--- src/design/urla_pkg.sv ---
// ----------------------------------------------------------------------------
// urla_pkg - shared definitions for the UART receive ring line assembler
// Field widths, command and status codes, framing characters and the
// default sizes of the ring and the line buffer.
// ----------------------------------------------------------------------------
package urla_pkg;

  // Payload widths
  localparam int DATA_W   = 8;
  localparam int STATUS_W = 2;
  localparam int LEN_W    = 7;

  // Default storage sizes
  localparam int RING_DEPTH_DEF    = 256;
  localparam int LINE_CAPACITY_DEF = 64;

  // Command codes on the input channel
  localparam logic CMD_BYTE = 1'b0;
  localparam logic CMD_POLL = 1'b1;

  // Result status codes
  typedef enum logic [STATUS_W-1:0] {
    ST_NO_LINE   = 2'd0,
    ST_LINE_BYTE = 2'd1,
    ST_EMPTY     = 2'd2,
    ST_BAD_ARG   = 2'd3
  } status_t;

  // Framing characters
  localparam logic [DATA_W-1:0] CH_LF = 8'h0A;
  localparam logic [DATA_W-1:0] CH_CR = 8'h0D;

endpackage

--- src/design/uart_rx_ring_line_assembler.sv ---
// ----------------------------------------------------------------------------
// uart_rx_ring_line_assembler - UART receive ring with line assembler
// Received bytes go into a ring FIFO; a poll drains the ring into a line
// buffer and, on a line feed, returns the line one byte per transfer.
//
//   Channel  Ports                                         Direction
//   in       in_valid in_stall in_cmd in_rx_data in_max_len  item in
//   out      out_valid out_stall out_status out_line_byte    result out
//            out_line_length out_last
//
// A byte item is one ring write. A poll drains the ring entry by entry
// (ring read, then classify and line-buffer write), then delivers each line
// byte (line-buffer read, output load). When no line feed is found, a final
// empty check ends the drain. A poll that delivers no line bytes loads one
// status result instead. A stalled output holds the poll before each load.
// Both memories have a registered read.
// Reset clears the pointers, the fill count and the control; memory
// contents are not cleared. in_stall stays high while a poll is in work.
// ----------------------------------------------------------------------------
module uart_rx_ring_line_assembler #(
  parameter int RING_DEPTH    = urla_pkg::RING_DEPTH_DEF,
  parameter int LINE_CAPACITY = urla_pkg::LINE_CAPACITY_DEF
) (
  input  logic                          clk,
  input  logic                          rst_n,
  // input channel
  input  logic                          in_valid,
  output logic                          in_stall,
  input  logic                          in_cmd,
  input  logic [urla_pkg::DATA_W-1:0]   in_rx_data,
  input  logic [urla_pkg::DATA_W-1:0]   in_max_len,
  // result channel
  output logic                          out_valid,
  input  logic                          out_stall,
  output logic [urla_pkg::STATUS_W-1:0] out_status,
  output logic [urla_pkg::DATA_W-1:0]   out_line_byte,
  output logic [urla_pkg::LEN_W-1:0]    out_line_length,
  output logic                          out_last
);

  import urla_pkg::*;

  localparam int PW  = $clog2(RING_DEPTH);
  localparam int LFW = $clog2(LINE_CAPACITY);

  typedef enum logic [5:0] {
    S_IDLE      = 6'b000001,
    S_DRAIN_RD  = 6'b000010,
    S_DRAIN_CHK = 6'b000100,
    S_EMIT_RD   = 6'b001000,
    S_EMIT_OUT  = 6'b010000,
    S_RESP      = 6'b100000
  } state_t;

  state_t              state_r, state_nxt;
  logic [PW-1:0]       wr_ptr_r, wr_ptr_nxt;
  logic [PW-1:0]       rd_ptr_r, rd_ptr_nxt;
  logic [LFW-1:0]      fill_r, fill_nxt;
  logic [LFW-1:0]      emit_len_r, emit_len_nxt;
  logic [LFW-1:0]      emit_idx_r, emit_idx_nxt;
  logic [DATA_W-1:0]   max_len_r, max_len_nxt;
  status_t             resp_status_r, resp_status_nxt;

  logic                out_valid_r, out_valid_nxt;
  logic [STATUS_W-1:0] out_status_r, out_status_nxt;
  logic [DATA_W-1:0]   out_byte_r, out_byte_nxt;
  logic [LEN_W-1:0]    out_len_r, out_len_nxt;
  logic                out_last_r, out_last_nxt;

  logic                in_xfer;
  logic                out_free;
  logic [PW-1:0]       wr_ptr_inc;
  logic [PW-1:0]       rd_ptr_inc;
  logic                ring_full;
  logic                ring_empty;

  logic                ring_wr_en;
  logic                ring_rd_en;
  logic [DATA_W-1:0]   ring_rd_data;
  logic                line_wr_en;
  logic                line_rd_en;
  logic [DATA_W-1:0]   line_rd_data;

  logic [DATA_W-1:0]   max_m1;
  logic [DATA_W-1:0]   fill_ext;
  logic [DATA_W-1:0]   cut_len;
  logic                emit_last;

  // Ring FIFO storage
  urla_ram #(
    .WIDTH (DATA_W),
    .DEPTH (RING_DEPTH)
  ) u_ring (
    .clk     (clk),
    .wr_en   (ring_wr_en),
    .wr_addr (wr_ptr_r),
    .wr_data (in_rx_data),
    .rd_en   (ring_rd_en),
    .rd_addr (rd_ptr_r),
    .rd_data (ring_rd_data)
  );

  // Line buffer storage
  urla_ram #(
    .WIDTH (DATA_W),
    .DEPTH (LINE_CAPACITY)
  ) u_line (
    .clk     (clk),
    .wr_en   (line_wr_en),
    .wr_addr (fill_r),
    .wr_data (ring_rd_data),
    .rd_en   (line_rd_en),
    .rd_addr (emit_idx_r),
    .rd_data (line_rd_data)
  );

  // Handshake and pointer arithmetic
  assign in_stall   = (state_r != S_IDLE);
  assign in_xfer    = in_valid && !in_stall;
  assign out_free   = !out_valid_r || !out_stall;
  assign wr_ptr_inc = (wr_ptr_r == PW'(RING_DEPTH - 1)) ? '0 : wr_ptr_r + 1'b1;
  assign rd_ptr_inc = (rd_ptr_r == PW'(RING_DEPTH - 1)) ? '0 : rd_ptr_r + 1'b1;
  assign ring_full  = (wr_ptr_inc == rd_ptr_r);
  assign ring_empty = (rd_ptr_r == wr_ptr_r);

  // Memory port controls
  assign ring_wr_en = in_xfer && (in_cmd == CMD_BYTE) && !ring_full;
  assign ring_rd_en = (state_r == S_DRAIN_RD) && !ring_empty;
  assign line_wr_en = (state_r == S_DRAIN_CHK) && (ring_rd_data != CH_LF) &&
                      (ring_rd_data != CH_CR) &&
                      (fill_r < LFW'(LINE_CAPACITY - 1));
  assign line_rd_en = (state_r == S_EMIT_RD);

  // Line length after the cut to max_len - 1
  assign max_m1    = max_len_r - 1'b1;
  assign fill_ext  = DATA_W'(fill_r);
  assign cut_len   = (fill_ext > max_m1) ? max_m1 : fill_ext;
  assign emit_last = ((emit_idx_r + 1'b1) == emit_len_r);

  // Sequencer
  always_comb begin
    state_nxt       = state_r;
    wr_ptr_nxt      = wr_ptr_r;
    rd_ptr_nxt      = rd_ptr_r;
    fill_nxt        = fill_r;
    emit_len_nxt    = emit_len_r;
    emit_idx_nxt    = emit_idx_r;
    max_len_nxt     = max_len_r;
    resp_status_nxt = resp_status_r;
    out_valid_nxt   = out_valid_r && out_stall;
    out_status_nxt  = out_status_r;
    out_byte_nxt    = out_byte_r;
    out_len_nxt     = out_len_r;
    out_last_nxt    = out_last_r;

    unique case (state_r)
      S_IDLE: begin
        if (in_xfer) begin
          if (in_cmd == CMD_BYTE) begin
            // store the byte unless the ring is full
            if (!ring_full) begin
              wr_ptr_nxt = wr_ptr_inc;
            end
          end else if (in_max_len == '0) begin
            resp_status_nxt = ST_BAD_ARG;
            state_nxt       = S_RESP;
          end else begin
            max_len_nxt = in_max_len;
            state_nxt   = S_DRAIN_RD;
          end
        end
      end
      S_DRAIN_RD: begin
        // fetch the next ring entry, or report no line when drained
        if (ring_empty) begin
          resp_status_nxt = ST_NO_LINE;
          state_nxt       = S_RESP;
        end else begin
          rd_ptr_nxt = rd_ptr_inc;
          state_nxt  = S_DRAIN_CHK;
        end
      end
      S_DRAIN_CHK: begin
        // classify the fetched byte
        if (ring_rd_data == CH_LF) begin
          fill_nxt     = '0;
          emit_len_nxt = LFW'(cut_len);
          emit_idx_nxt = '0;
          if (cut_len == '0) begin
            resp_status_nxt = ST_EMPTY;
            state_nxt       = S_RESP;
          end else begin
            state_nxt = S_EMIT_RD;
          end
        end else begin
          if (line_wr_en) begin
            fill_nxt = fill_r + 1'b1;
          end
          state_nxt = S_DRAIN_RD;
        end
      end
      S_EMIT_RD: begin
        state_nxt = S_EMIT_OUT;
      end
      S_EMIT_OUT: begin
        // load one line byte into the output register
        if (out_free) begin
          out_valid_nxt  = 1'b1;
          out_status_nxt = ST_LINE_BYTE;
          out_byte_nxt   = line_rd_data;
          out_len_nxt    = LEN_W'(emit_len_r);
          out_last_nxt   = emit_last;
          if (emit_last) begin
            state_nxt = S_IDLE;
          end else begin
            emit_idx_nxt = emit_idx_r + 1'b1;
            state_nxt    = S_EMIT_RD;
          end
        end
      end
      S_RESP: begin
        // load the single status result
        if (out_free) begin
          out_valid_nxt  = 1'b1;
          out_status_nxt = resp_status_r;
          out_byte_nxt   = '0;
          out_len_nxt    = '0;
          out_last_nxt   = 1'b1;
          state_nxt      = S_IDLE;
        end
      end
      default: begin
        state_nxt = S_IDLE;
      end
    endcase
  end

  // Control registers
  always_ff @(posedge clk) begin
    if (!rst_n) begin
      state_r     <= S_IDLE;
      wr_ptr_r    <= '0;
      rd_ptr_r    <= '0;
      fill_r      <= '0;
      out_valid_r <= 1'b0;
    end else begin
      state_r     <= state_nxt;
      wr_ptr_r    <= wr_ptr_nxt;
      rd_ptr_r    <= rd_ptr_nxt;
      fill_r      <= fill_nxt;
      out_valid_r <= out_valid_nxt;
    end
  end

  // Payload registers
  always_ff @(posedge clk) begin
    emit_len_r    <= emit_len_nxt;
    emit_idx_r    <= emit_idx_nxt;
    max_len_r     <= max_len_nxt;
    resp_status_r <= resp_status_nxt;
    out_status_r  <= out_status_nxt;
    out_byte_r    <= out_byte_nxt;
    out_len_r     <= out_len_nxt;
    out_last_r    <= out_last_nxt;
  end

  assign out_valid       = out_valid_r;
  assign out_status      = out_status_r;
  assign out_line_byte   = out_byte_r;
  assign out_line_length = out_len_r;
  assign out_last        = out_last_r;

endmodule

--- src/design/urla_ram.sv ---
// ----------------------------------------------------------------------------
// urla_ram - generic simple dual-port RAM
// One write port, one read port with a registered read.
// Read data holds while rd_en is low.
// ----------------------------------------------------------------------------
module urla_ram #(
  parameter int WIDTH = 8,
  parameter int DEPTH = 256
) (
  input  logic                     clk,
  input  logic                     wr_en,
  input  logic [$clog2(DEPTH)-1:0] wr_addr,
  input  logic [WIDTH-1:0]         wr_data,
  input  logic                     rd_en,
  input  logic [$clog2(DEPTH)-1:0] rd_addr,
  output logic [WIDTH-1:0]         rd_data
);

  logic [WIDTH-1:0] mem [DEPTH];
  logic [WIDTH-1:0] rd_data_r;

  // Write port
  always_ff @(posedge clk) begin
    if (wr_en) begin
      mem[wr_addr] <= wr_data;
    end
  end

  // Registered read port
  always_ff @(posedge clk) begin
    if (rd_en) begin
      rd_data_r <= mem[rd_addr];
    end
  end

  assign rd_data = rd_data_r;

endmodule

--- config.mk ---
export PLATFORM = sky130hd
export DESIGN_NAME = uart_rx_ring_line_assembler
export DESIGN_NICKNAME = d
export VERILOG_FILES = /design/src/design/urla_pkg.sv /design/src/design/uart_rx_ring_line_assembler.sv /design/src/design/urla_ram.sv
export SDC_FILE = /design/constraint.sdc
export NUM_CORES = 2
export LEC_CHECK = 0
export BUFFER_PORTS_ARGS = -buffer_cell sky130_fd_sc_hd__buf_2
export CAP_MARGIN = 20
export CORE_MARGIN = 2
export CORE_UTILIZATION = 25
export DETAILED_ROUTE_END_ITERATION = 12
export PLACE_DENSITY = 0.44
export SETUP_SLACK_MARGIN = 0.15
export SLEW_MARGIN = 10
export SYNTH_ARGS = -nofsm -noshare
export SYNTH_HDL_FRONTEND = slang
export SYNTH_HIERARCHICAL = 1
export SYNTH_SLANG_ARGS = --single-unit
--- constraint.sdc ---
create_clock -name clk -period 3.2 [get_ports clk]
set_input_delay 0.16 -clock clk [delete_from_list [all_inputs] [get_ports clk]]
set_output_delay 0.16 -clock clk [all_outputs]
set_load 0.02 [all_outputs]
==> out/qor.csv <==
stage;metric;value;unit
drt;drt-initial-drc-count;5036;
placed_design;gp_congestion;0.799;
placed_design;portBuffers;39;
logic_synthesis;yosys.area.top_type;edfxtp_1;
logic_synthesis;synth_edf_count;2615;
logic_synthesis;ys.warnings.count;6;
logic_synthesis;synth-main-ff-cell;edfxtp_1;
global_routing;met3_usage;2.24;%
layout;layout-drive-gt1-share;32.4;%
power_and_ir_drop;power.density;587;nW/um^2
critical_path;slowest_stage;dfxtp_1;
layout;final_nets;5840;
drt;wl_per_cell;25.4;um
sta;setup_viol;0;
layout;final_util;30.6;%
logic_synthesis;synth_area_per_cell;20.5;um^2
critical_path;cp_max_fo;17;
critical_path;crit_type;reg2reg;
critical_path;critPathArrivalTime;3660;ps
logic_synthesis;synth_fp_nets;5079;
logic_synthesis;synthTopCellsByArea;edfxtp_1, mux4_2, mux2i_1;
clocking;cts_tree;done;
sta;fin_crit_sh;95.8;%
sta;whs;208;ps
global_routing;use_met1;19.3;%
power_and_ir_drop;p_leak;38.2;nW
sta;drv_slew;0;
logic_synthesis;ys_types;92;
run_status;status;finished, final reports clean;
clocking;path_clk_slew;60;ps
layout;seq_area;79100;um^2
clocking;cts.sinks;2644;
critical_path;crit_buf_inv;5;
logic_synthesis;synth-xor-area-share;0.342;%
layout;area_delta_synth_final;21.9;%
clocking;cts.htree.levels;5;
logic_synthesis;muxShareOfSynthArea;14.4;%
critical_path;startpoint_type;register;
critical_path;critPathMostFrequentCell;buf_4;
placed_design;place_ws;-55.4;ps
sta;fmax;0.326;GHz
clocking;cts_buffers;295;
drt;totalWireLength;293000;um
sta;worst_slack;135;ps
sta;hold_violations;0;
logic_synthesis;synthAdderAreaFrac;0.133;%
global_routing;grt_overflow;0;
drt;num_vias;52900;
run;drv_cap;0;
floorplan;fp.dieH;648;um
logic_synthesis;yosys.area.top_type_share;75.7;%
logic_synthesis;synthArstFlopShare;0;%
floorplan;ios;41;
critical_path;crit_family;simple AND/OR/NAND/NOR gates;
logic_synthesis;synth_top_family_by_area;multiplexers;
clocking;clk_path_buf_depth;4;
logic_synthesis;synth_compound_area_share;3.45;%
global_routing;globalRouteMet2Util;21.7;%
layout;fill_cells;39900;
layout;fin_cells;11500;
floorplan;placementRows;236;
logic_synthesis;ys_ff_latch;2644;
floorplan;die_x;648;um
global_routing;antenna_found_initial;16;
logic_synthesis;syn_area;104000;um^2
floorplan;start_util;25.1;%
hold_path;min_path_type;in2reg;
placed_design;dp.cells;10900;
logic_synthesis;synthCells;5047;
clocking;clk_latency;930;ps
floorplan;dieArea;420000;um^2
global_routing;grt_usage;13.6;%
clocking;cts_root_buffer;clkbuf_16;
sta;worst_slew_margin_rel;25.6;%
global_routing;grt_pass1_vias;54200;
global_routing;grt-busiest-layer;met2;
logic_synthesis;yosysSeqAreaShare;76.3;%
placed_design;dp_hpwl;188000;um
power_and_ir_drop;ir_worst_vdd;0.427;mV
critical_path;required;3790;ps
floorplan;coreArea;413000;um^2
critical_path;crit_chain;ha_2 > and3_4 > and3_2 > o21ai_1 > nor4bb_2 > buf_4 > a21boi_4 > buf_12 > nand4_1 > buf_4 > clkbuf_16 > nor2_1 > buf_6;
sta;period_needed;3070;ps
sta;fin_worst_skew;50.3;ps
critical_path;cpPeakStageDelay;370;ps
critical_path;end_kind;register;
global_routing;grt_pass1_wl;414000;um
logic_synthesis;yosys.area_share.simple;3.54;%
drt;first_pass_iters;7;
global_routing;grt_max_degree;100;
layout;multi_input_area;23500;um^2
drt;final_antenna_net_count;0;
power_and_ir_drop;finalPower;74.2;mW
sta;tightestPinTransition;1110;ps
drt;drc;0;
drt;drt-vias-per-instance;4.59;
sta;rsz0062_at_grt;true;
-- cell usage after synthesis, types with 14 or more instances --
| master | instances |
|---|---|
| a211oi_1 | 21 |
| a21oi_1 | 120 |
| a221oi_1 | 19 |
| a22oi_1 | 136 |
| and2_1 | 22 |
| buf_1 | 27 |
| buf_2 | 44 |
| buf_4 | 41 |
| buf_6 | 28 |
| clkbuf_1 | 137 |
| dfxtp_1 | 29 |
| edfxtp_1 | 2615 |
| mux2_2 | 14 |
| mux2i_1 | 165 |
| mux4_2 | 580 |
| nand2_1 | 78 |
| nand2b_1 | 23 |
| nand3_1 | 58 |
| nand4_1 | 22 |
| nor2_1 | 399 |
| nor2b_1 | 51 |
| nor3_1 | 42 |
| nor4_1 | 31 |
| o21ai_0 | 21 |
| o221ai_1 | 55 |
| o22ai_1 | 37 |
| xnor2_1 | 14 |
| xor2_1 | 22 |
-- cell type report --
cell class	count	share of cell area (%)
Sequential cell	2644	62.6
Multi-Input combinational cell	2088	18.6
Clock buffer	348	6.06
Timing Repair Buffer	765	5.70
Tap cell	5474	5.42
Clock inverter	174	1.53
Inverter	14	0.0416
Antenna cell	11	0.0218
-- tightest hold or removal path, stage by stage --
cell           delay, ps
dlygate4sd3_1        530
buf_2                160
nand4_1              120
a221oi_2              70
-- cell usage in the layout, fill, tap and decap left out, types with 45 or more instances in the layout --
master,instances
edfxtp_1,2615
nor2_1,297
nand3_1,49
nand2_1,78
buf_12,89
clkinv_2,50
mux2i_1,165
nor2b_1,45
mux4_2,580
clkbuf_16,302
nor2_4,61
clkbuf_1,49
a21oi_1,112
buf_4,578
o221ai_1,55
a22oi_1,130
-- routing by layer --
metal  vias to the layer above  routed length [um]
met5                         -                   0
met4                         0                6370
met3                       347               17100
met2                      1503              137000
met1                     28400              133000
li1                      22600                   -
-- worst paths after layout --
path                            depth (start not counted)         startpoint  slack [ps]                 to
worst max-delay path                                   13        wr_ptr_r[0]         130  u_ring/mem[51][1]
worst min-delay path                                    4          out_stall         210         state_r[5]
worst min register to register                          1  u_line/rd_data[3]         530   out_line_byte[3]
worst max register to register                         13        wr_ptr_r[0]         130  u_ring/mem[51][1]
-- through the flow --
stage	TNS [ps]	cell area [um^2]
final	0	126000
after detailed placement	-79.7	116000
after global placement	-58.4	116000
after CTS	0	126000
after global routing	0	126000
after floorplan	0	104000
-- registers in the layout, indices dropped and copies added (netlist names), 8 cells and up --
name and cells:
u_line/mem 512, wr_ptr_r 8, u_ring/rd_data 8, u_ring/mem 2048, u_line/rd_data 8, rd_ptr_r 8
out_line_byte 8, max_len_r 8
-- timing repair --
item                                   in CTS  in global routing
cloned                                      1                  4
setup buffers                               0                 21
setup endpoints to repair                 908               1391
pin swaps                                   0                 11
hold buffers                               30                  0
endpoints found under the hold margin    1000                  0
resized for setup                          19                 66
-- power breakdown --
part	switching (mW)	leakage [nW]	internal [mW]
clock network	14.1	4.67	19.9
logic	1.38	9.77	0.681
registers	0.0441	23.7	38.0
-- kinds of logic after synthesis --
kind of cell,Yosys count
simple gates,779
mux,761
flops,2644
compound gates,498
buf+inv,315
other cells,1
fa+ha+maj,11
xor+xnor,38
Power figures use the tool's default switching activity.
